==> src/hdl/i2c_master_event_sequencer_macros.svh <==
// ----------------------------------------------------------------------------
// I2C master event sequencer assertion macros
// Concurrent assertion helpers, compiled out when NO_ASSERTIONS is defined.
// ----------------------------------------------------------------------------
`ifndef I2C_MASTER_EVENT_SEQUENCER_MACROS_SVH
`define I2C_MASTER_EVENT_SEQUENCER_MACROS_SVH

`ifndef NO_ASSERTIONS
// same-cycle implication, disabled while reset is asserted
`define I2CMES_ASSERT_NOW(lbl, clk, rstn, ante, cons) \
    lbl: assert property (@(posedge clk) disable iff (!(rstn)) (ante) |-> (cons)) \
        else $error("i2cmes assertion failed");
// next-cycle implication, disabled while reset is asserted
`define I2CMES_ASSERT_NEXT(lbl, clk, rstn, ante, cons) \
    lbl: assert property (@(posedge clk) disable iff (!(rstn)) (ante) |=> (cons)) \
        else $error("i2cmes assertion failed");
`else
`define I2CMES_ASSERT_NOW(lbl, clk, rstn, ante, cons)
`define I2CMES_ASSERT_NEXT(lbl, clk, rstn, ante, cons)
`endif

`endif

==> src/hdl/i2cmes_pkg.sv <==
// ----------------------------------------------------------------------------
// I2C master event sequencer package
// Operation, mode and notify codes plus the item and result structs.
// ----------------------------------------------------------------------------
`timescale 1ns / 1ps

package i2cmes_pkg;

    // default transmit buffer depth
    localparam int TX_DEPTH_DEFAULT = 32;

    // operation codes
    localparam logic [2:0] OP_LOAD   = 3'd0;
    localparam logic [2:0] OP_WRITE  = 3'd1;
    localparam logic [2:0] OP_READ   = 3'd2;
    localparam logic [2:0] OP_STATUS = 3'd3;
    localparam logic [2:0] OP_ERROR  = 3'd4;
    localparam logic [2:0] OP_CLOSE  = 3'd5;

    // transfer modes
    localparam logic [1:0] MODE_IDLE = 2'd0;
    localparam logic [1:0] MODE_TX   = 2'd1;
    localparam logic [1:0] MODE_RX   = 2'd2;

    // notify codes
    localparam logic [2:0] NOTE_NONE     = 3'd0;
    localparam logic [2:0] NOTE_TX_DONE  = 3'd1;
    localparam logic [2:0] NOTE_RX_DONE  = 3'd2;
    localparam logic [2:0] NOTE_SLV_REQ  = 3'd3;
    localparam logic [2:0] NOTE_SLV_RCV  = 3'd4;
    localparam logic [2:0] NOTE_STOP_DET = 3'd5;

    // status event flag bit positions
    localparam int FL_SB     = 0;
    localparam int FL_ADDR   = 1;
    localparam int FL_BTF    = 2;
    localparam int FL_STOPF  = 3;
    localparam int FL_TXE    = 4;
    localparam int FL_RXNE   = 5;
    localparam int FL_MASTER = 6;
    localparam int FL_TRA    = 7;

    // one input item
    typedef struct packed {
        logic [2:0]  operation;
        logic [7:0]  data_byte;
        logic [6:0]  slave_address;
        logic [15:0] transfer_length;
        logic        repeated_start;
        logic [7:0]  event_flags;
    } t_item;

    // one result item
    typedef struct packed {
        logic       start_request;
        logic       stop_request;
        logic       ack_enabled;
        logic       irq_enabled;
        logic       dr_write;
        logic [7:0] dr_value;
        logic       address_clear;
        logic       rx_valid;
        logic       rx_last;
        logic [1:0] busy_state;
        logic [2:0] notify_code;
        logic [4:0] error_mask;
    } t_result;

endpackage

==> src/hdl/i2cmes_txbuf.sv <==
// ----------------------------------------------------------------------------
// I2C master event sequencer transmit buffer
// Single write port, single registered read port, write-to-read bypass.
// ----------------------------------------------------------------------------
`timescale 1ns / 1ps

module i2cmes_txbuf #(
    parameter int TX_DEPTH = 32,
    parameter int AW       = 5
) (
    input  logic          i_clk,
    input  logic          i_wr_en,
    input  logic [AW-1:0] i_wr_addr,
    input  logic [7:0]    i_wr_data,
    input  logic [AW-1:0] i_rd_addr,
    output logic [7:0]    o_rd_data
);

    logic [7:0] r_mem [TX_DEPTH];
    logic [7:0] r_rd_data;

    // write port
    always_ff @(posedge i_clk) begin
        if (i_wr_en) begin
            r_mem[i_wr_addr] <= i_wr_data;
        end
    end

    // registered read, new data wins on an address match
    always_ff @(posedge i_clk) begin
        if (i_wr_en && (i_wr_addr == i_rd_addr)) begin
            r_rd_data <= i_wr_data;
        end else begin
            r_rd_data <= r_mem[i_rd_addr];
        end
    end

    assign o_rd_data = r_rd_data;

endmodule

==> src/hdl/i2cmes_core.sv <==
// ----------------------------------------------------------------------------
// I2C master event sequencer core
// Transfer state, per-item decision logic and the result register.
// ----------------------------------------------------------------------------
`timescale 1ns / 1ps

`include "i2c_master_event_sequencer_macros.svh"

module i2cmes_core #(
    parameter int TX_DEPTH = 32
) (
    input  logic                i_clk,
    input  logic                i_rst_n,
    input  logic                i_item_vld,
    input  i2cmes_pkg::t_item   i_item,
    output logic                o_take,
    output logic                o_out_valid,
    input  logic                i_out_stall,
    output i2cmes_pkg::t_result o_result
);
    import i2cmes_pkg::*;

    localparam int AW = (TX_DEPTH > 1) ? $clog2(TX_DEPTH) : 1;
    localparam int CW = $clog2(TX_DEPTH + 1);

    // transfer state
    logic [1:0]    r_mode,      n_mode;
    logic [6:0]    r_tgt_addr,  n_tgt_addr;
    logic          r_keep_bus,  n_keep_bus;
    logic [CW-1:0] r_tx_count,  n_tx_count;
    logic [CW-1:0] r_tx_pos,    n_tx_pos;
    logic [15:0]   r_rd_total,  n_rd_total;
    logic [15:0]   r_rd_left,   n_rd_left;
    logic          r_ack,       n_ack;
    logic          r_irq,       n_irq;

    // result register
    logic          r_out_valid;
    t_result       r_res;
    t_result       n_res;

    // buffer port
    logic          buf_wr_en;
    logic [7:0]    buf_rd_data;

    logic          advance;
    logic          take;

    // flag decode
    logic          fl_sb, fl_ad, fl_btf, fl_stf, fl_txe, fl_rxne, fl_master, fl_tra;
    logic          tx_finish;
    logic [15:0]   left_dec;
    logic [7:0]    rx_byte;

    assign advance = !r_out_valid || !i_out_stall;
    assign take    = i_item_vld && advance;
    assign o_take  = take;

    assign fl_sb     = i_item.event_flags[FL_SB];
    assign fl_ad     = i_item.event_flags[FL_ADDR];
    assign fl_btf    = i_item.event_flags[FL_BTF];
    assign fl_stf    = i_item.event_flags[FL_STOPF];
    assign fl_txe    = i_item.event_flags[FL_TXE];
    assign fl_rxne   = i_item.event_flags[FL_RXNE];
    assign fl_master = i_item.event_flags[FL_MASTER];
    assign fl_tra    = i_item.event_flags[FL_TRA];

    assign tx_finish = fl_btf && (r_mode == MODE_TX) && fl_txe && (r_tx_pos >= r_tx_count);
    assign left_dec  = (r_rd_left != 16'd0) ? (r_rd_left - 16'd1) : r_rd_left;

    assign buf_wr_en = take && (i_item.operation == OP_LOAD) && (r_mode == MODE_IDLE)
                       && (r_tx_count < CW'(TX_DEPTH));

    // per-item decision
    always_comb begin
        n_mode     = r_mode;
        n_tgt_addr = r_tgt_addr;
        n_keep_bus = r_keep_bus;
        n_tx_count = r_tx_count;
        n_tx_pos   = r_tx_pos;
        n_rd_total = r_rd_total;
        n_rd_left  = r_rd_left;
        n_ack      = r_ack;
        n_irq      = r_irq;
        n_res      = '0;
        rx_byte    = 8'd0;

        if (take) begin
            unique case (i_item.operation)
                OP_LOAD: begin
                    if (buf_wr_en) begin
                        n_tx_count = r_tx_count + CW'(1);
                    end
                end
                OP_WRITE: begin
                    if (r_mode == MODE_IDLE) begin
                        n_tgt_addr = i_item.slave_address;
                        n_keep_bus = i_item.repeated_start;
                        n_mode     = MODE_TX;
                        n_tx_pos   = '0;
                        n_irq      = 1'b1;
                        n_res.start_request = 1'b1;
                    end
                end
                OP_READ: begin
                    if ((r_mode == MODE_IDLE) && (i_item.transfer_length != 16'd0)) begin
                        n_tgt_addr = i_item.slave_address;
                        n_keep_bus = i_item.repeated_start;
                        n_mode     = MODE_RX;
                        n_rd_total = i_item.transfer_length;
                        n_rd_left  = i_item.transfer_length;
                        n_irq      = 1'b1;
                        n_res.start_request = 1'b1;
                    end
                end
                OP_STATUS: begin
                    if (r_irq) begin
                        // start bit: send address with R/W
                        if (fl_sb && fl_master) begin
                            n_res.dr_write = 1'b1;
                            n_res.dr_value = {r_tgt_addr, (r_mode != MODE_TX)};
                        end
                        // address phase
                        if (fl_ad) begin
                            if (fl_master && (r_mode == MODE_RX) && (r_rd_total == 16'd1)) begin
                                n_ack = 1'b0;
                            end
                            n_res.address_clear = 1'b1;
                        end
                        // write complete
                        if (tx_finish) begin
                            n_res.stop_request = 1'b1;
                            n_irq      = 1'b0;
                            n_mode     = MODE_IDLE;
                            n_tx_count = '0;
                            n_tx_pos   = '0;
                            n_rd_total = '0;
                            n_rd_left  = '0;
                            n_res.notify_code = NOTE_TX_DONE;
                        end
                        if (fl_stf && !fl_master) begin
                            n_res.notify_code = NOTE_STOP_DET;
                        end
                        // buffer events, only while still enabled
                        if (!tx_finish) begin
                            if (fl_txe) begin
                                if (fl_master) begin
                                    if ((r_mode == MODE_TX) && (r_tx_pos < r_tx_count)) begin
                                        n_res.dr_write = 1'b1;
                                        n_res.dr_value = buf_rd_data;
                                        n_tx_pos       = r_tx_pos + CW'(1);
                                    end
                                end else if (fl_tra) begin
                                    n_res.notify_code = NOTE_SLV_REQ;
                                end
                            end
                            if (fl_rxne) begin
                                if (fl_master) begin
                                    if (r_mode == MODE_RX) begin
                                        n_res.rx_valid = 1'b1;
                                        rx_byte        = i_item.data_byte;
                                        n_rd_left      = left_dec;
                                        if ((r_rd_total > 16'd1) && (left_dec == 16'd1)) begin
                                            n_ack = 1'b0;
                                        end
                                        if (left_dec == 16'd0) begin
                                            n_res.stop_request = !r_keep_bus;
                                            n_irq      = 1'b0;
                                            n_ack      = 1'b1;
                                            n_mode     = MODE_IDLE;
                                            n_tx_count = '0;
                                            n_tx_pos   = '0;
                                            n_rd_total = '0;
                                            n_rd_left  = '0;
                                            n_res.notify_code = NOTE_RX_DONE;
                                            n_res.rx_last     = 1'b1;
                                        end
                                    end
                                end else if (!fl_tra) begin
                                    n_res.notify_code = NOTE_SLV_RCV;
                                end
                            end
                        end
                        // received byte rides on dr_value when nothing is written
                        if (!n_res.dr_write && n_res.rx_valid) begin
                            n_res.dr_value = rx_byte;
                        end
                    end
                end
                OP_ERROR: begin
                    if (r_irq) begin
                        n_res.error_mask = i_item.event_flags[4:0];
                        n_mode     = MODE_IDLE;
                        n_tx_count = '0;
                        n_tx_pos   = '0;
                        n_rd_total = '0;
                        n_rd_left  = '0;
                    end
                end
                OP_CLOSE: begin
                    n_res.stop_request = fl_master;
                    n_irq      = 1'b0;
                    n_ack      = 1'b1;
                    n_mode     = MODE_IDLE;
                    n_tx_count = '0;
                    n_tx_pos   = '0;
                    n_rd_total = '0;
                    n_rd_left  = '0;
                    n_tgt_addr = '0;
                    n_keep_bus = 1'b0;
                end
                default: begin
                    // unused codes: status only
                end
            endcase
        end

        n_res.ack_enabled = n_ack;
        n_res.irq_enabled = n_irq;
        n_res.busy_state  = n_mode;
    end

    // state registers
    always_ff @(posedge i_clk) begin
        if (!i_rst_n) begin
            r_mode     <= MODE_IDLE;
            r_tgt_addr <= '0;
            r_keep_bus <= 1'b0;
            r_tx_count <= '0;
            r_tx_pos   <= '0;
            r_rd_total <= '0;
            r_rd_left  <= '0;
            r_ack      <= 1'b1;
            r_irq      <= 1'b0;
        end else begin
            r_mode     <= n_mode;
            r_tgt_addr <= n_tgt_addr;
            r_keep_bus <= n_keep_bus;
            r_tx_count <= n_tx_count;
            r_tx_pos   <= n_tx_pos;
            r_rd_total <= n_rd_total;
            r_rd_left  <= n_rd_left;
            r_ack      <= n_ack;
            r_irq      <= n_irq;
        end
    end

    // result register
    always_ff @(posedge i_clk) begin
        if (!i_rst_n) begin
            r_out_valid <= 1'b0;
        end else if (advance) begin
            r_out_valid <= i_item_vld;
        end
    end

    always_ff @(posedge i_clk) begin
        if (take) begin
            r_res <= n_res;
        end
    end

    assign o_out_valid = r_out_valid;
    assign o_result    = r_res;

    // transmit buffer, read address follows the next position
    i2cmes_txbuf #(
        .TX_DEPTH (TX_DEPTH),
        .AW       (AW)
    ) u_txbuf (
        .i_clk     (i_clk),
        .i_wr_en   (buf_wr_en),
        .i_wr_addr (r_tx_count[AW-1:0]),
        .i_wr_data (i_item.data_byte),
        .i_rd_addr (n_tx_pos[AW-1:0]),
        .o_rd_data (buf_rd_data)
    );

    // checks
    `I2CMES_ASSERT_NOW(a_pos_le_count, i_clk, i_rst_n, 1'b1, r_tx_pos <= r_tx_count)
    `I2CMES_ASSERT_NOW(a_idle_clean, i_clk, i_rst_n, r_mode == MODE_IDLE, (r_tx_pos == '0) && (r_rd_left == 16'd0))
    `I2CMES_ASSERT_NOW(a_irq_off_idle, i_clk, i_rst_n, !r_irq, r_mode == MODE_IDLE)
    `I2CMES_ASSERT_NOW(a_last_is_done, i_clk, i_rst_n, r_out_valid && r_res.rx_last, r_res.rx_valid && (r_res.notify_code == NOTE_RX_DONE) && (r_res.busy_state == MODE_IDLE))
    `I2CMES_ASSERT_NEXT(a_out_held, i_clk, i_rst_n, r_out_valid && i_out_stall, r_out_valid)

endmodule

==> src/hdl/i2c_master_event_sequencer.sv <==
// A result passes through the input register, then the result register behind the single
// decision stage.
// Throughput: one item per cycle unless the result side stalls.
// Reset: synchronous, active low; clears transfer state and handshake control.
// The transmit buffer is not cleared; entries read only after being loaded.
// ----------------------------------------------------------------------------
// I2C master event sequencer
// Interrupt-driven I2C master transfer sequencing from commands and bus events.
// ----------------------------------------------------------------------------
`timescale 1ns / 1ps

module i2c_master_event_sequencer #(
    parameter int TX_DEPTH = i2cmes_pkg::TX_DEPTH_DEFAULT
) (
    input  logic        i_clk,
    input  logic        i_rst_n,
    // input item channel
    input  logic        i_in_valid,
    output logic        o_in_stall,
    input  logic [2:0]  i_operation,
    input  logic [7:0]  i_data_byte,
    input  logic [6:0]  i_slave_address,
    input  logic [15:0] i_transfer_length,
    input  logic        i_repeated_start,
    input  logic [7:0]  i_event_flags,
    // result item channel
    output logic        o_out_valid,
    input  logic        i_out_stall,
    output logic        o_start_request,
    output logic        o_stop_request,
    output logic        o_ack_enabled,
    output logic        o_irq_enabled,
    output logic        o_dr_write,
    output logic [7:0]  o_dr_value,
    output logic        o_address_clear,
    output logic        o_rx_valid,
    output logic        o_rx_last,
    output logic [1:0]  o_busy_state,
    output logic [2:0]  o_notify_code,
    output logic [4:0]  o_error_mask
);
    import i2cmes_pkg::*;

    logic    r_in_vld;
    t_item   r_in_item;
    logic    core_take;
    t_result core_res;
    logic    in_accept;

    assign o_in_stall = r_in_vld && !core_take;
    assign in_accept  = i_in_valid && !o_in_stall;

    // input register
    always_ff @(posedge i_clk) begin
        if (!i_rst_n) begin
            r_in_vld <= 1'b0;
        end else if (in_accept) begin
            r_in_vld <= 1'b1;
        end else if (core_take) begin
            r_in_vld <= 1'b0;
        end
    end

    always_ff @(posedge i_clk) begin
        if (in_accept) begin
            r_in_item.operation       <= i_operation;
            r_in_item.data_byte       <= i_data_byte;
            r_in_item.slave_address   <= i_slave_address;
            r_in_item.transfer_length <= i_transfer_length;
            r_in_item.repeated_start  <= i_repeated_start;
            r_in_item.event_flags     <= i_event_flags;
        end
    end

    // sequencing core
    i2cmes_core #(
        .TX_DEPTH (TX_DEPTH)
    ) u_core (
        .i_clk       (i_clk),
        .i_rst_n     (i_rst_n),
        .i_item_vld  (r_in_vld),
        .i_item      (r_in_item),
        .o_take      (core_take),
        .o_out_valid (o_out_valid),
        .i_out_stall (i_out_stall),
        .o_result    (core_res)
    );

    // result fields
    assign o_start_request = core_res.start_request;
    assign o_stop_request  = core_res.stop_request;
    assign o_ack_enabled   = core_res.ack_enabled;
    assign o_irq_enabled   = core_res.irq_enabled;
    assign o_dr_write      = core_res.dr_write;
    assign o_dr_value      = core_res.dr_value;
    assign o_address_clear = core_res.address_clear;
    assign o_rx_valid      = core_res.rx_valid;
    assign o_rx_last       = core_res.rx_last;
    assign o_busy_state    = core_res.busy_state;
    assign o_notify_code   = core_res.notify_code;
    assign o_error_mask    = core_res.error_mask;

endmodule

==> config.mk <==
export PLATFORM = sky130hd
export DESIGN_NAME = i2c_master_event_sequencer
export DESIGN_NICKNAME = d
export VERILOG_FILES = /design/src/hdl/i2cmes_pkg.sv /design/src/hdl/i2cmes_txbuf.sv /design/src/hdl/i2cmes_core.sv /design/src/hdl/i2c_master_event_sequencer.sv
export VERILOG_INCLUDE_DIRS = /design/src /design/src/hdl
export SDC_FILE = /design/constraint.sdc
export NUM_CORES = 1
export LEC_CHECK = 0
export BUFFER_PORTS_ARGS = -buffer_cell sky130_fd_sc_hd__buf_2
export CAP_MARGIN = 20
export CORE_MARGIN = 4
export CORE_UTILIZATION = 40
export CTS_BUF_LIST = sky130_fd_sc_hd__clkbuf_16
export DETAILED_ROUTE_END_ITERATION = 8
export PLACE_DENSITY = 0.55
export SLEW_MARGIN = 20
export SYNTH_ARGS = -nofsm -noshare
export SYNTH_HDL_FRONTEND = slang
export SYNTH_SLANG_ARGS = --single-unit
==> constraint.sdc <==
create_clock -name i_clk -period 3.25 [get_ports i_clk]
set_input_delay 0.65 -clock i_clk [delete_from_list [all_inputs] [get_ports i_clk]]
set_output_delay 0.65 -clock i_clk [all_outputs]
set_load 0.05 [all_outputs]
==> reports/summary.md <==
TritonCTS built the clock tree. The tools report the overall track demand over capacity in global routing as 17.7%. Counting flops with a built-in enable in the synthesized netlist gives 325. The number of ports placed on the die boundary is 75. The synthesized area divided by synthesized cell count is 15.9 µm², and the count of synthesis-stage warnings from yosys is 0. The tools report the worst hold margin as 0.288 ns. After clock tree synthesis, the clock-pin slew on the worst setup and hold paths is 0.06 ns. The core region is 39800 µm². Startpoint type of the worst setup path: a flop. The die area was 43700 µm²; the number of inserted diodes was 0. The floorplan step set the die height to 209 µm. In this run the deepest clock path goes through 3 buffers. After the last flow step, the layout net total stands at 1211. The final estimated routing congestion in global placement was 0.856.

The die width works out to 209 µm. The logs give 8.14 mW for the internal power and 0 for the number of antenna violations at the first check in global routing. The number of buffers and inverters on the critical path is 1. The run gives 0 ns as the post-route setup TNS. The signal on the critical path passes through inv_1 -> ha_1 -> a21oi_1 -> o21ai_0 -> o21bai_1 -> and2_1 -> nor3_1 -> a2111o_1 -> nor2_1 -> o21ai_0. The latest clock arrival within the worst-skew pair was 0.54 ns. Headroom to the max-slew limit came out at 35.7%.

Upper clock frequency limit: 0.324 GHz. The delay of the slowest cell on the worst path is 0.50 ns, and the total count of hold-check failures in the final report is 0. The count of max-cap constraint violations is 0, and the sequential share of power is 53.4%. Dividing the final minimum period by the clock period gives 94.9%. The most critical setup path has its startpoint at u_core.r_tx_count[3]$_SDFFE_PN0P_. For the required time of the worst setup path, the log shows 3.53 ns.

Among all stages on the critical path, the largest delay is contributed by sky130_fd_sc_hd__dfxtp_1. The switching power as a share of total power came out at 21.3%. The analysis attributes to cell leakage a power of 6.37 nW. Number of CTS-inserted buffers: 41. The share of cells above drive strength 1 is 26.5%. Beginning of the worst hold path: i_transfer_length[4].

By startpoint and endpoint, the worst setup path is classified as flop to flop. Largest net degree at the start of global routing: 34. Setup violations remaining at the end of the flow were counted as 0.

The floorplan has 73 rows. Of the total power, the clock network draws 42.2%. The share of the synthesized area in the top cell type is 60.3%. Async set or reset register ratio after synthesis: 0%.

Dominant register cell in the synthesized netlist: sky130_fd_sc_hd__edfxtp_1. The detailed router finished its first iteration with 648 violations. In the routed design, unresolved DRC markers number 0. The via count of the first global-routing pass was 9476. The via count of the routed design is 9453, and the synthesized net count is 1075. CTS placed an instance of sky130_fd_sc_hd__clkbuf_16 at the clock tree root. The proportion of synthesized chip area in sequential cells was 68.1%; the final clock skew was 0.0106 ns. Dominant cell type by area after synthesis: sky130_fd_sc_hd__edfxtp_1.

Compared with the post-synthesis result, the final layout area differs by 16.5%. The first global-routing pass estimated 59.6 mm of wire. The worst setup path is captured at a flop. The most common cell type on the critical path was sky130_fd_sc_hd__o21ai_0. The count of mapped cells out of synthesis is 1016, and the number of different library cells in the post-synthesis netlist is 71. Once detailed placement completed, the half-perimeter wirelength came to 26.3 mm. The tools report the detailed-routing iteration count for the pre-antenna-repair pass as 4. In this run the critical register-to-register path is launched from u_core.r_tx_count[3]$_SDFFE_PN0P_. Once detail routing completed, the nets flagged for antenna violations numbered 0. The peak supply drop came out at 0.000313 V.

The switching power is 2.21 mW, and the overflow left after global routing is 0. In this run the worst path has a maximum fanout of 9. The tightest min-delay check is of the primary input to flop type.

For the worst setup path, the data arrival time is 3.36 ns. Dividing total power by cell area gives a power density of 549 nW/µm². In this run the tool buffered the top-level ports with 74 buffer cells.

For the pin with the worst max-slew slack, the measured transition is 0.965 ns. The tree built by TritonCTS fans out to 388 sinks. Once the floorplan was initialized, standard cells occupied 40.6% of the core. The cell family contributing the most delay on the critical path is compound AO/OA/AOI/OAI gates.

In the post-synthesis netlist, the biggest area contributors are sky130_fd_sc_hd__edfxtp_1 60%, sky130_fd_sc_hd__mux4_2 11%, sky130_fd_sc_hd__dfxtp_1 7.8%, sky130_fd_sc_hd__nor2_1 1.8%, sky130_fd_sc_hd__nand2_1 1.6%. The run finished with clean final reports. The mapped netlist covers 16200 µm².

Setup repair after global routing left no endpoint under its margin. Counting I/O delays and the setup requirement, the final critical path takes 3.08 ns. The average wire per standard cell is 22.8 µm, and the via count normalized by instance count is 5.54.

After synthesis the netlist holds a flip-flop and latch count of 388. The run gives 0 as the max-slew violation total from the final report. The clock tree synthesis step divided the H-tree into 2 levels.

Total wire length: 38.9 mm. Of the total power, combinational logic draws 4.4%.
==> metal layers <==
layer  share of wire, %  track usage [%]  wire (µm)
met3                5.4             3.21       2100
met1                 43             24.5      16800
met2                 49             28.7      18900
met4                2.8             5.40       1110
met5                  0                0          0
==> final timing paths <==
check	to	slack, ns	cells past startpoint
max	u_core.o_result[23]$_DFFE_PP_	0.17	10
min	r_in_item[13]$_DFFE_PP_	0.29	1
max reg2reg	u_core.o_result[23]$_DFFE_PP_	0.17	10
min reg2reg	u_core.r_rd_total[12]$_SDFFE_PN0P_	0.48	1
==> cell usage in the layout, fill, tap and decap left out, drive strengths merged, types with 27 or more instances in the layout <==
cell type / Yosys / layout
a21oi: 27 / 27
nand2: 70 / 70
dfxtp: 63 / 63
nor2: 76 / 76
nand3: 28 / 28
clkbuf: 34 / 43
mux4: 80 / 80
o21ai: 32 / 32
inv: 18 / 27
buf: 23 / 150
edfxtp: 325 / 325
==> synth_stat cells (9+ instances only) <==
cell type	n
sky130_fd_sc_hd__mux4_2	80
sky130_fd_sc_hd__clkbuf_1	30
sky130_fd_sc_hd__mux2_2	9
sky130_fd_sc_hd__nor3_1	10
sky130_fd_sc_hd__o211ai_1	11
sky130_fd_sc_hd__a21oi_1	27
sky130_fd_sc_hd__nor4_1	17
sky130_fd_sc_hd__edfxtp_1	325
sky130_fd_sc_hd__and2_1	17
sky130_fd_sc_hd__a22o_1	16
sky130_fd_sc_hd__a21boi_0	11
sky130_fd_sc_hd__nand2_1	69
sky130_fd_sc_hd__dfxtp_1	63
sky130_fd_sc_hd__o211a_1	10
sky130_fd_sc_hd__nand3_1	28
sky130_fd_sc_hd__nand2b_1	9
sky130_fd_sc_hd__o21ai_0	30
sky130_fd_sc_hd__nor2_1	76
sky130_fd_sc_hd__nor2b_1	11
sky130_fd_sc_hd__inv_1	18
sky130_fd_sc_hd__ha_1	12
sky130_fd_sc_hd__buf_1	11
==> timing repair <==
| item | CTS | global route |
|---|---|---|
| setup endpoints to repair | 0 | 17 |
| setup buffers | 0 | 1 |
| resized for setup | 0 | 1 |
| hold buffers | 0 | 0 |
==> through the flow <==
step | util, % | power (mW) | instance area [µm²] | std cells | setup WS [ns]
after global placement | 44.1 | 6.08 | 17600 | 1633 | 0.247
after detailed placement | 44.1 | 6.08 | 17600 | 1633 | 0.217
final | 47.3 | 10.4 | 18900 | 1707 | 0.167
after CTS | 47.3 | 10.5 | 18800 | 1706 | 0.203
after floorplan | - | 5.89 | 16200 | 1016 | 0.222
after global routing | 47.3 | 10.7 | 18900 | 1707 | 0.00656
==> sequential cells by signal, summed over array words and instances, names as in the netlist, named ones only <==
signal / count
u_core.r_tx_count: 6
u_core.o_out_valid: 1
u_core.r_keep_bus: 1
u_core.r_irq: 1
u_core.u_txbuf.r_mem: 256
u_core.r_rd_left: 16
u_core.o_result: 26
u_core.r_ack: 1
u_core.r_tgt_addr: 7
u_core.r_tx_pos: 6
u_core.r_rd_total: 16
r_in_vld: 1
u_core.r_mode: 2
r_in_item: 43
==> cells by family (layout without fill, tap and decap cells) <==
group           Yosys count  count (layout)  share of synthesized area, %
flops                   388             388                          68.1
simple gates            275             275                          8.62
compound gates          169             169                          7.88
mux                      93              93                          12.0
buf+inv                  76             242                          2.29
fa+ha+maj                12              12                         0.928
xor+xnor                  3               3                         0.162
==> worst reg2reg max path, cell delays in order, from the launching register on <==
cell                       delay (ns)
sky130_fd_sc_hd__dfxtp_1         0.50
sky130_fd_sc_hd__inv_1           0.15
sky130_fd_sc_hd__ha_1            0.32
sky130_fd_sc_hd__a21oi_1         0.06
sky130_fd_sc_hd__o21ai_0         0.35
sky130_fd_sc_hd__o21bai_1        0.23
sky130_fd_sc_hd__and2_1          0.40
sky130_fd_sc_hd__nor3_1          0.12
sky130_fd_sc_hd__a2111o_1        0.44
sky130_fd_sc_hd__nor2_1          0.15
sky130_fd_sc_hd__o21ai_0         0.10
==> power by group through the flow <==
stage                     Clock (mW)  Sequential, mW  Combinational [mW]
after floorplan                    0            5.65               0.238
after global placement             0            5.63               0.451
after detailed placement           0            5.63               0.452
after CTS                       4.49            5.53               0.454
after global routing            4.71            5.53               0.496
final                           4.37            5.53               0.457
==> cell type report <==
type | count | area, µm²
clock buffer | 43 | 1080
clock inverter | 30 | 181
fill | 3440 | 21000
inverter | 19 | 71.3
multi-input combinational | 552 | 4800
sequential | 388 | 11000
tap | 525 | 657
timing repair buffer | 150 | 1040
Note: power is estimated with default switching activity, not from simulation.
